<file path="src/hw/rtl/mas_pkg.sv">
// ----------------------------------------------------------------------------
// mas_pkg: shared types and constants for the matrix add/sub/multiply engine
// Holds the transaction structs, command and operation codes, register
// indexes and field widths used by the engine and its storage.
// ----------------------------------------------------------------------------
`default_nettype none

package mas_pkg;

  // Default largest matrix dimension
  localparam int MAS_MAX_DIM = 8;

  // Field widths
  localparam int ELEM_W   = 16;  // signed Q8.8 element
  localparam int RESULT_W = 40;  // signed Q24.16 result
  localparam int IDX_W    = 3;   // row / column field
  localparam int CMD_W    = 2;
  localparam int DIM_W    = 4;   // dimension register
  localparam int OP_W     = 2;

  // Configuration port widths
  localparam int CFG_IDX_W  = 3;
  localparam int CFG_DATA_W = 4;

  // Commands
  localparam logic [CMD_W-1:0] CMD_WRITE_A = 2'd0;
  localparam logic [CMD_W-1:0] CMD_WRITE_B = 2'd1;
  localparam logic [CMD_W-1:0] CMD_RUN     = 2'd2;

  // Operations
  localparam logic [OP_W-1:0] OP_ADD = 2'd0;
  localparam logic [OP_W-1:0] OP_SUB = 2'd1;
  localparam logic [OP_W-1:0] OP_MUL = 2'd2;

  // Register indexes
  localparam logic [CFG_IDX_W-1:0] REG_ROWS_A    = 3'd0;
  localparam logic [CFG_IDX_W-1:0] REG_COLS_A    = 3'd1;
  localparam logic [CFG_IDX_W-1:0] REG_ROWS_B    = 3'd2;
  localparam logic [CFG_IDX_W-1:0] REG_COLS_B    = 3'd3;
  localparam logic [CFG_IDX_W-1:0] REG_OPERATION = 3'd4;

  // Input transaction
  typedef struct packed {
    logic [CMD_W-1:0]         command;
    logic [IDX_W-1:0]         row;
    logic [IDX_W-1:0]         col;
    logic signed [ELEM_W-1:0] value;
  } in_item_t;

  // Result transaction
  typedef struct packed {
    logic [IDX_W-1:0]           out_row;
    logic [IDX_W-1:0]           out_col;
    logic signed [RESULT_W-1:0] result_value;
    logic                       status;
    logic                       last;
  } out_item_t;

endpackage

`default_nettype wire

</file>
<file path="src/hw/rtl/mas_ram.sv">
// ----------------------------------------------------------------------------
// mas_ram: generic single-write, single-read memory
// One write port and one read port, read data registered.
// ----------------------------------------------------------------------------
`default_nettype none

module mas_ram #(
  parameter int WIDTH = 16,
  parameter int DEPTH = 64,
  localparam int AW = (DEPTH > 1) ? $clog2(DEPTH) : 1
) (
  input  wire logic             clk,
  input  wire logic             wr_en,
  input  wire logic [AW-1:0]    wr_addr,
  input  wire logic [WIDTH-1:0] wr_data,
  input  wire logic [AW-1:0]    rd_addr,
  output logic      [WIDTH-1:0] rd_data
);

  logic [WIDTH-1:0] mem [DEPTH];

  // Write port
  always_ff @(posedge clk) begin
    if (wr_en) begin
      mem[wr_addr] <= wr_data;
    end
  end

  // Registered read port
  always_ff @(posedge clk) begin
    rd_data <= mem[rd_addr];
  end

endmodule

`default_nettype wire

</file>
<file path="src/hw/rtl/matrix_add_sub_multiply.sv">
// ----------------------------------------------------------------------------
// matrix_add_sub_multiply: matrix add, subtract and multiply engine
// Loads matrices A and B element by element, then streams A+B, A-B or A*B.
// ----------------------------------------------------------------------------
// Usage:
//   Input channel: a transaction is taken when start is high and busy low.
//   Write commands store one Q8.8 element of A or B and never raise busy;
//   a row or column of MAX_DIM or more is dropped. A run command
//   streams the result of the operation register in row-major order.
//   Result channel: out_valid marks each result for exactly one cycle; the
//   receiver cannot stall it. The last element carries last=1.
//   Configuration: cfg_ready is always high; write only while busy is low.
//   Timing: one multiplier/adder unit does one step per cycle. A run
//   issues rows*cols steps for add/sub and rows_a*cols_b*cols_a steps for
//   multiply, one memory read of each matrix per step; each result then
//   passes the read data, product or sum, and accumulator registers. A
//   dimension mismatch gives one error result (status=1, last=1) the cycle
//   after the run command, with no busy time.
//   Reset: synchronous, active low; clears the sequencer and the registers
//   to 1x1 dimensions and add. Matrix storage keeps no reset value.
// ----------------------------------------------------------------------------
`default_nettype none

module matrix_add_sub_multiply
  import mas_pkg::*;
#(
  parameter int MAX_DIM = MAS_MAX_DIM
) (
  input  wire logic                  clk,
  input  wire logic                  rst_n,
  // input channel
  input  wire logic                  start,
  output logic                       busy,
  input  wire in_item_t              in_data,
  // result channel
  output logic                       out_valid,
  output out_item_t                  out_data,
  // configuration channel
  input  wire logic                  cfg_valid,
  output logic                       cfg_ready,
  input  wire logic [CFG_IDX_W-1:0]  cfg_index,
  input  wire logic [CFG_DATA_W-1:0] cfg_data
);

  localparam int DEPTH = MAX_DIM * MAX_DIM;
  localparam int AW    = (DEPTH > 1) ? $clog2(DEPTH) : 1;

  // Sequencer state codes
  localparam logic ST_IDLE  = 1'b0;
  localparam logic ST_ISSUE = 1'b1;

  // Configuration registers
  logic [DIM_W-1:0] rows_a_r, cols_a_r, rows_b_r, cols_b_r;
  logic [OP_W-1:0]  op_r;

  logic             state_r, state_nxt;
  logic [DIM_W-1:0] r_r, r_nxt, c_r, c_nxt, z_r, z_nxt;

  // Stage 1: memory read data
  logic             v1_r, first1_r, endz1_r, last1_r;
  logic [DIM_W-1:0] row1_r, col1_r;
  // Stage 2: product or sum
  logic                       v2_r, first2_r, endz2_r, last2_r;
  logic [DIM_W-1:0]           row2_r, col2_r;
  logic signed [RESULT_W-1:0] p2_r;
  // Stage 3: accumulator and output
  logic signed [RESULT_W-1:0] acc_r, acc_sum;
  logic                       out_valid_r;
  out_item_t                  out_data_r;

  logic             accept, wr_go, run_go, dims_ok, mul_op;
  logic [DIM_W-1:0] nr, nc, nz;
  logic             z_end, c_end, r_end;
  logic [AW-1:0]    wr_addr, rd_addr_a, rd_addr_b;
  logic [ELEM_W-1:0] a_rdata, b_rdata;
  logic signed [ELEM_W-1:0]   a_s, b_s;
  logic signed [ELEM_W:0]     s17;
  logic signed [2*ELEM_W-1:0] prod;
  logic signed [RESULT_W-1:0] p_nxt;

  assign cfg_ready = 1'b1;
  assign busy      = (state_r == ST_ISSUE) || v1_r || v2_r;
  assign out_valid = out_valid_r;
  assign out_data  = out_data_r;
  assign accept    = start && !busy;
  assign mul_op    = (op_r == OP_MUL);

  // Decode accepted transaction
  assign wr_go  = accept && ((in_data.command == CMD_WRITE_A) ||
                             (in_data.command == CMD_WRITE_B)) &&
                  (32'(in_data.row) < MAX_DIM) && (32'(in_data.col) < MAX_DIM);
  assign run_go = accept && (in_data.command == CMD_RUN);
  assign wr_addr = AW'(32'(in_data.row) * MAX_DIM + 32'(in_data.col));

  // Check dimensions against the operation
  always_comb begin
    logic all_ok;
    all_ok = (rows_a_r != '0) && (32'(rows_a_r) <= MAX_DIM) &&
             (cols_a_r != '0) && (32'(cols_a_r) <= MAX_DIM) &&
             (rows_b_r != '0) && (32'(rows_b_r) <= MAX_DIM) &&
             (cols_b_r != '0) && (32'(cols_b_r) <= MAX_DIM);
    unique case (op_r)
      OP_ADD, OP_SUB: dims_ok = all_ok && (rows_a_r == rows_b_r) &&
                                (cols_a_r == cols_b_r);
      OP_MUL:         dims_ok = all_ok && (cols_a_r == rows_b_r);
      default:        dims_ok = 1'b0;
    endcase
  end

  // Loop bounds
  assign nr = rows_a_r;
  assign nc = mul_op ? cols_b_r : cols_a_r;
  assign nz = mul_op ? cols_a_r : DIM_W'(1);
  assign z_end = (z_r == nz - DIM_W'(1));
  assign c_end = (c_r == nc - DIM_W'(1));
  assign r_end = (r_r == nr - DIM_W'(1));

  // Advance row, column and inner counters
  always_comb begin
    state_nxt = state_r;
    r_nxt     = r_r;
    c_nxt     = c_r;
    z_nxt     = z_r;
    unique case (state_r)
      ST_IDLE: begin
        if (run_go && dims_ok) begin
          state_nxt = ST_ISSUE;
          r_nxt     = '0;
          c_nxt     = '0;
          z_nxt     = '0;
        end
      end
      ST_ISSUE: begin
        if (!z_end) begin
          z_nxt = z_r + DIM_W'(1);
        end else begin
          z_nxt = '0;
          if (!c_end) begin
            c_nxt = c_r + DIM_W'(1);
          end else begin
            c_nxt = '0;
            r_nxt = r_r + DIM_W'(1);
            if (r_end) begin
              state_nxt = ST_IDLE;
            end
          end
        end
      end
      default: state_nxt = ST_IDLE;
    endcase
  end

  always_ff @(posedge clk) begin
    if (!rst_n) begin
      state_r <= ST_IDLE;
    end else begin
      state_r <= state_nxt;
    end
  end

  always_ff @(posedge clk) begin
    r_r <= r_nxt;
    c_r <= c_nxt;
    z_r <= z_nxt;
  end

  // Read addresses: A(r, z) and B(z, c) for multiply, A(r, c), B(r, c) else
  assign rd_addr_a = AW'(32'(r_r) * MAX_DIM + 32'(mul_op ? z_r : c_r));
  assign rd_addr_b = AW'(32'(mul_op ? z_r : r_r) * MAX_DIM + 32'(c_r));

  mas_ram #(
    .WIDTH (ELEM_W),
    .DEPTH (DEPTH)
  ) u_ram_a (
    .clk     (clk),
    .wr_en   (wr_go && (in_data.command == CMD_WRITE_A)),
    .wr_addr (wr_addr),
    .wr_data (in_data.value),
    .rd_addr (rd_addr_a),
    .rd_data (a_rdata)
  );

  mas_ram #(
    .WIDTH (ELEM_W),
    .DEPTH (DEPTH)
  ) u_ram_b (
    .clk     (clk),
    .wr_en   (wr_go && (in_data.command == CMD_WRITE_B)),
    .wr_addr (wr_addr),
    .wr_data (in_data.value),
    .rd_addr (rd_addr_b),
    .rd_data (b_rdata)
  );

  // Stage 1: carry step tags alongside the memory read
  always_ff @(posedge clk) begin
    if (!rst_n) begin
      v1_r <= 1'b0;
    end else begin
      v1_r <= (state_r == ST_ISSUE);
    end
  end

  always_ff @(posedge clk) begin
    first1_r <= (z_r == '0);
    endz1_r  <= z_end;
    last1_r  <= r_end && c_end;
    row1_r   <= r_r;
    col1_r   <= c_r;
  end

  // Shared arithmetic unit: Q8.8 product, or Q8.8 sum scaled to Q24.16
  assign a_s  = signed'(a_rdata);
  assign b_s  = signed'(b_rdata);
  assign prod = a_s * b_s;
  assign s17  = (op_r == OP_SUB) ? (ELEM_W+1)'(a_s) - (ELEM_W+1)'(b_s)
                                 : (ELEM_W+1)'(a_s) + (ELEM_W+1)'(b_s);
  assign p_nxt = mul_op ? RESULT_W'(prod) : (RESULT_W'(s17) <<< 8);

  // Stage 2: register the unit output
  always_ff @(posedge clk) begin
    if (!rst_n) begin
      v2_r <= 1'b0;
    end else begin
      v2_r <= v1_r;
    end
  end

  always_ff @(posedge clk) begin
    p2_r     <= p_nxt;
    first2_r <= first1_r;
    endz2_r  <= endz1_r;
    last2_r  <= last1_r;
    row2_r   <= row1_r;
    col2_r   <= col1_r;
  end

  // Stage 3: accumulate and emit on the final inner step
  assign acc_sum = first2_r ? p2_r : acc_r + p2_r;

  always_ff @(posedge clk) begin
    if (v2_r) begin
      acc_r <= acc_sum;
    end
  end

  always_ff @(posedge clk) begin
    if (!rst_n) begin
      out_valid_r <= 1'b0;
    end else begin
      out_valid_r <= (v2_r && endz2_r) || (run_go && !dims_ok);
    end
  end

  always_ff @(posedge clk) begin
    if (run_go && !dims_ok) begin
      out_data_r.out_row      <= '0;
      out_data_r.out_col      <= '0;
      out_data_r.result_value <= '0;
      out_data_r.status       <= 1'b1;
      out_data_r.last         <= 1'b1;
    end else if (v2_r && endz2_r) begin
      out_data_r.out_row      <= row2_r[IDX_W-1:0];
      out_data_r.out_col      <= col2_r[IDX_W-1:0];
      out_data_r.result_value <= acc_sum;
      out_data_r.status       <= 1'b0;
      out_data_r.last         <= last2_r;
    end
  end

  // Configuration writes
  always_ff @(posedge clk) begin
    if (!rst_n) begin
      rows_a_r <= DIM_W'(1);
      cols_a_r <= DIM_W'(1);
      rows_b_r <= DIM_W'(1);
      cols_b_r <= DIM_W'(1);
      op_r     <= OP_ADD;
    end else if (cfg_valid && cfg_ready) begin
      unique case (cfg_index)
        REG_ROWS_A:    rows_a_r <= cfg_data[DIM_W-1:0];
        REG_COLS_A:    cols_a_r <= cfg_data[DIM_W-1:0];
        REG_ROWS_B:    rows_b_r <= cfg_data[DIM_W-1:0];
        REG_COLS_B:    cols_b_r <= cfg_data[DIM_W-1:0];
        REG_OPERATION: op_r     <= cfg_data[OP_W-1:0];
        default: ;
      endcase
    end
  end

  // Error results are always single and final
  a_err_last: assert property (@(posedge clk) disable iff (!rst_n)
    out_valid_r && out_data_r.status |-> out_data_r.last)
    else $error("error result without last");

  // A run either reports an error or starts issuing steps
  a_run_start: assert property (@(posedge clk) disable iff (!rst_n)
    run_go |=> (out_valid_r && out_data_r.status) || (state_r == ST_ISSUE))
    else $error("run command neither started nor rejected");

  // Final inner step yields a result on the next cycle
  a_emit: assert property (@(posedge clk) disable iff (!rst_n)
    v2_r && endz2_r |=> out_valid_r && !out_data_r.status)
    else $error("completed element not emitted");

  // Pipeline is empty once the last result is shown
  a_drained: assert property (@(posedge clk) disable iff (!rst_n)
    out_valid_r && out_data_r.last |-> !v1_r && !v2_r && (state_r == ST_IDLE))
    else $error("last result shown with work in flight");

endmodule

`default_nettype wire

</file>
<file path="config.mk">
export PLATFORM = sky130hd
export DESIGN_NAME = matrix_add_sub_multiply
export DESIGN_NICKNAME = d
export VERILOG_FILES = /design/src/hw/rtl/mas_pkg.sv /design/src/hw/rtl/mas_ram.sv /design/src/hw/rtl/matrix_add_sub_multiply.sv
export SDC_FILE = /design/constraint.sdc
export NUM_CORES = 2
export LEC_CHECK = 0
export BUFFER_PORTS_ARGS = -buffer_cell sky130_fd_sc_hd__buf_4
export CORE_MARGIN = 1.5
export CORE_UTILIZATION = 40
export CTS_BUF_LIST = sky130_fd_sc_hd__clkbuf_2
export DETAILED_ROUTE_END_ITERATION = 12
export GPL_ROUTABILITY_DRIVEN = 0
export SLEW_MARGIN = 20
export SYNTH_ARGS = -nofsm -noshare
export SYNTH_HDL_FRONTEND = slang
export SYNTH_SLANG_ARGS = --single-unit
</file>
<file path="constraint.sdc">
create_clock -name clk -period 14.17 [get_ports clk]
set_input_delay 2.834 -clock clk [delete_from_list [all_inputs] [get_ports clk]]
set_output_delay 2.834 -clock clk [all_outputs]
set_load 0.005 [all_outputs]
</file>
; After elaboration in Yosys (flattened, before gate mapping)
; Memory sizes are Yosys's and may differ from the RTL's. A register that Yosys moved wholly into a read port is not among the register bits.
; Index checks and enable logic that the tools add are counted.
[word_totals]
mem_bits_rw = 2048
reg_bits = 180
mem_count = 2
latch_bits = 0
in_bits = 35
mem_bits_ro = 0
word_cells = 134
[mem_list]
columns = memory, depth, word_bits, rd, rd_ports_with_merged_regs, wr, line
row1 = u_ram_a.mem, 64, 16, 1, 1, 1, mas_ram.sv:20  ; logic [WIDTH-1:0] mem [DEPTH];
row2 = u_ram_b.mem, 64, 16, 1, 1, 1, mas_ram.sv:20
[op_classes]
multipliers = 1
div_mod_pow = 0
bitwise_logic = 1
n_mux = 26
n_reduce_logical = 41
n_shift = 0
add_sub_neg = 12
magnitude_cmp = 4
n_eq_ne = 17
[op_table]
columns = op, n
row1 = $mux W40, 2
row2 = $add A40 B40 Y40, 1
row3 = $mux W4, 9
row4 = $mul A16 B16 Y32, 1
row5 = $eq A4 B4 Y1, 6
row6 = $pmux W4 S2, 3
row7 = $logic_and A1 B1 Y1, 19
row8 = $add A16 B16 Y17, 1
row9 = $mux W17, 1
row10 = $sub A16 B16 Y17, 1
row11 = $le A4 B4 Y1 const B, 4
row12 = $reduce_bool A4 Y1, 4
row13 = $add A4 B1 Y4 const B, 3
row14 = $add A6 B4 Y6, 2
row15 = $reduce_and A2 Y1, 6
row16 = $sub A4 B1 Y4 const B, 3
row17 = $mux W1, 8
row18 = $add A6 B3 Y6, 1
row19 = $eq A3 B2 Y1 const B, 2
row20 = $eq A2 B1 Y1 const B, 2
row21 = $eq A2 B2 Y1 const B, 2
row22 = $logic_not A2 Y1, 2
row23 = $logic_not A4 Y1, 1
row24 = $logic_or A1 B1 Y1, 4
row25 = other kinds (11), 14

; Longest topological paths before layout
[depth]
ltp_word = 14
mapped_depth = 26
depth_no_buf = 23

; Modules after synthesis
; A second synthesis with hierarchy kept.
[unflattened]
hier_cells = 5789
area_unflattened_um2 = 99480.4
[modules_own_cells]
columns = mod, instances, area_per_inst_um2, cells_per_inst
row1 = mas_ram, 2, 40042.2, 1829
row2 = matrix_add_sub_multiply, 1, 19396.1, 2131

; Worst setup path after synthesis
; Ideal clock, no wire load.
[synth_path]
path_kind = register to register
from = reg u_ram_b.rd_data[7], read port of u_ram_b.mem
to = reg p2_r[24]
synth_period_minus_slack_ps = 6288
path_stages_with_launch = 25
setup_slack_ps = 7882
t_arrival_ps = 6159
cell_sequence = dfxtp_1 > clkbuf_1 > buf_1 > nand2_1 > fa_1 > inv_1 > fa_1 > inv_1 > fa_1 > inv_1 > fa_1 > fa_1 > inv_1 > fa_1 > inv_1 > ha_1 > a21o_1 > a21o_1 > a21oi_1 > a2bb2oi_1 > o31ai_1 > or4b_1 > a31oi_1 > xor2_1 > o21ai_0
[synth_between]
elab_chain_cells = 3
elab_cells_between_ends = 5
[synth_lines]
columns = element, line
row1 = from (decl), mas_ram.sv:17  ; output logic [WIDTH-1:0] rd_data
row2 = branches (longest 2 deep; another with $mul A16 B16 Y32), --
row3 = $mux W40 (*), matrix_add_sub_multiply.sv:218  ; assign p_nxt = mul_op ? RESULT_W'(prod) : (RESULT_W'(s17) <<< 8);
row4 = via p_nxt[24], matrix_add_sub_multiply.sv:79  ; logic signed [RESULT_W-1:0] p_nxt;
row5 = to (signal assigned), matrix_add_sub_multiply.sv:230  ; p2_r <= p_nxt;
row6 = to (decl), matrix_add_sub_multiply.sv:65  ; logic signed [RESULT_W-1:0] p2_r;
; Mark *: on every way through the listed nets, which the timed path passes.
; A chain may end at the register's enable or synchronous reset.

; Worst setup path after layout
[layout_path]
from = reg u_ram_a.rd_data[15], read port of u_ram_a.mem
to = reg p2_r[28]
[layout_between]
elab_chain_cells = 3
elab_cells_between_ends = 5
[layout_lines]
columns = element, line
row1 = from (decl), mas_ram.sv:17
row2 = branches (longest 2 deep; another with $mul A16 B16 Y32), --
row3 = $mux W40 (*), matrix_add_sub_multiply.sv:218
row4 = via p_nxt[28], matrix_add_sub_multiply.sv:79
; Marks and branches as above.

==> impl_metrics.py <==
metrics = {
    "floorplanning": {
        "ioPinCount": 86,
        "start_util": 0.402,
        "rows": 182,
        "core_um2": 246000,
        "die-area_um2": 250000,
        "die_x_um": 500,
        "fp.dieH_um": 500,
    },
    "yosys": {
        "synth_edf_count": 2100,
        "ys_seq_area_frac": 0.670,
        "synth_top_cells_by_count": "edfxtp_1 (2100), mux4_2 (480), nand2_1 (335)",
        "synth.most_common_cell": "edfxtp_1",
        "synth_ff_type": "edfxtp_1",
        "ys_seq_elements": 2252,
        "avgSynthCellArea_um2": 17.2,
        "netlist_area_um2": 98700,
        "synth.area.top_cells": "edfxtp_1 (64%), mux4_2 (11%), fa_1 (5.4%)",
        "postSynthNetCount": 6175,
        "ys_types": 72,
        "synth_top_cell_by_area": "edfxtp_1",
        "yosys_warnings": 0,
        "syn_inst": 5725,
        "synth_top_cell_area_share": 0.639,
        "async_reset_ff_frac": 0,
    },
    "detailed_routing": {
        "dr.pass1.iters": 5,
        "drcViolationCount": 0,
        "viasPerCell": 5.44,
        "ant_nets": 0,
        "wl_per_cell_um": 25.2,
        "drtIter0Drc": 4924,
        "postRouteWirelength_um": 250000,
        "num_vias": 53898,
    },
    "worst_setup_path": {
        "start_kind": "flop",
        "r2r-start": "u_ram_a.rd_data[15]",
        "required_ps": 15800,
        "arrival_ps": 8610,
        "crit_buf_inv": 3,
        "critical_path.top_delay_family": "adder cells",
        "r2r_cells": 19,
        "worstPathCellList": "nand2_1 -> inv_1 -> fa_1 -> fa_1 -> fa_1 -> fa_1 -> fa_1 -> inv_1 -> fa_1 -> inv_1 -> ha_1 -> nand3_1 -> nor2_1 -> nand2_1 -> o311ai_0 -> a21oi_1 -> o211ai_1 -> o311a_1 -> o21ai_0",
        "critPathCaptureType": "flop",
        "rrSetupSlack_ps": 7190,
        "cp_slowest_cell": "fa_1",
        "reg2reg_to": "p2_r[28]",
        "crit_top_cell": "fa_1",
        "critPathKind": "reg -> reg",
        "cp_slowest_stage_delay_ps": 910,
        "path_max_fanout": 18,
    },
    "placed_design": {
        "hpwl_um": 151000,
        "portBuffers": 84,
        "place_area_um2": 104000,
        "pre_cts_ws_ps": 7310,
    },
    "worst_hold_path": {
        "hold_path_depth": 0,
        "hp-start": "col1_r[2]",
        "hp-class": "reg -> reg",
        "holdPathEnd": "col2_r[2]",
    },
    "timing": {
        "holdWs_ps": 316,
        "final.min_clock_period_ps": 6980,
        "fin_setup_tns_ps": 0,
        "maxSlewViolCount": 0,
        "clock.fmax_mhz": 143,
        "setup_viol": 0,
        "worstMarginPinSlew_ps": 1240,
        "finalHoldViolations": 0,
        "worst_slack_ps": 7190,
        "fin_skew_ps": 322,
        "relSlewSlack": 0.174,
        "min_period_over_period": 0.493,
        "rsz0062_at_grt": "false",
    },
    "cts": {
        "cts_tree": "yes",
        "numCtsBuffers": 583,
        "insertion_delay_ps": 2000,
        "cts_root_buf": "clkbuf_2",
        "ctsResizeCount": 0,
        "clk_pin_slew_ps": 110,
        "postCtsSetupBuffers": 0,
        "cts_max_path_buffers": 4,
        "cts_hold_buffers": 0,
        "cts_sinks": 2252,
        "htree_levels": 6,
    },
    "outcome": {
        "status": "complete, no violations",
    },
    "cells_and_area": {
        "area_delta_synth_final_pct": 10.3,
        "nets": 6751,
        "drive_gt1_frac": 0.255,
        "fin_area_um2": 109000,
    },
    "global_route": {
        "grt-ovfl-total": 0,
        "grt_max_degree": 135,
        "antenna_found_initial": 11,
        "grt_usage": 0.199,
        "grt_pass1_wl_um": 368000,
        "grt_pass1_vias": 55919,
    },
    "flow_run": {
        "cap_viol_max_count": 0,
    },
}
## cells by family after synthesis
kind of cell | Yosys count | share of synthesized area
flops | 2252 | 0.670
simple gates | 857 | 0.0396
xor+xnor | 130 | 0.0115
compound gates | 689 | 0.0430
other cells | 1 | 0.0000380
buf+inv | 617 | 0.0240
mux | 764 | 0.139
fa+ha+maj | 415 | 0.0727
## layout by cell type (no fill, tap or decap), types with 70 or more instances in the layout
cell and n:
nor2_1 234, inv_1 331, ha_1 149, mux2_2 70, nand2_1 334, clkinv_1 100
fa_1 264, mux4_2 480, clkbuf_2 805, o21ai_0 195, buf_4 269, xnor2_1 83
a21oi_1 210, dfxtp_1 150, edfxtp_1 2100, and2_1 143, mux2i_1 212
## worst max path at each step
stage / startpoint / end / slack [ps] / cells after the start
after global routing: u_ram_a.rd_data[15] / p2_r[30] / 6770 / 20
after global placement: u_ram_a.rd_data[15] / p2_r[30] / 7310 / 20
after floorplan: u_ram_b.rd_data[7] / p2_r[24] / 7880 / 24
final: u_ram_a.rd_data[15] / p2_r[28] / 7190 / 19
after detailed placement: u_ram_a.rd_data[15] / p2_r[30] / 7310 / 20
after CTS: u_ram_a.rd_data[15] / p2_r[30] / 7230 / 20
## worst register-to-register path, delay by kind of cell (launching register included)
| family | cells | cell delay, ps |
|---|---|---|
| DFF | 1 | 810 |
| and+or+nand+nor | 4 | 690 |
| buffers and inverters | 3 | 270 |
| adders and majority gates | 7 | 3860 |
| AOI/OAI and AO/OA | 5 | 1180 |
## flip-flops by register name (all words and copies together), names as in the netlist, 2 cells and up
| register | flops |
|---|---|
| acc_r | 40 |
| col1_r | 3 |
| row2_r | 3 |
| col2_r | 3 |
| u_ram_b.rd_data | 16 |
| nr | 4 |
| c_r | 4 |
| rows_b_r | 4 |
| cols_a_r | 4 |
| u_ram_a.rd_data | 16 |
| z_r | 4 |
| p2_r | 32 |
| r_r | 4 |
| out_data | 48 |
| cols_b_r | 4 |
| row1_r | 3 |
| op_r | 2 |
| u_ram_b.mem | 1024 |
| u_ram_a.mem | 1024 |
## layout make-up
type                       instances  area (µm²)
multi-input combinational       2856       30400
tap                             3220        4030
sequential                      2252       66100
clock inverter                   137         840
timing repair buffer             277        2190
inverter                         331        1240
fill                           21607      137000
clock buffer                     805        4030
antenna                           21        52.6
## per-stage QoR
stage	util	std cells
global placement	0.423	8934
detailed placement	0.423	8934
finish	0.443	9899
global route	0.443	9888
CTS	0.443	9876
floorplan	-	5725
## metal layers
layer,GRT usage,routed length [µm],vias up
met5,0,23,-
met4,0.0605,5610,4
met3,0.0393,16400,377
met2,0.317,119000,1976
met1,0.277,109000,28029
li1,-,-,23512
Power is left out: the tool's default activity adds up to more than one toggle a clock period on the data nets, which glitch-free logic cannot reach.
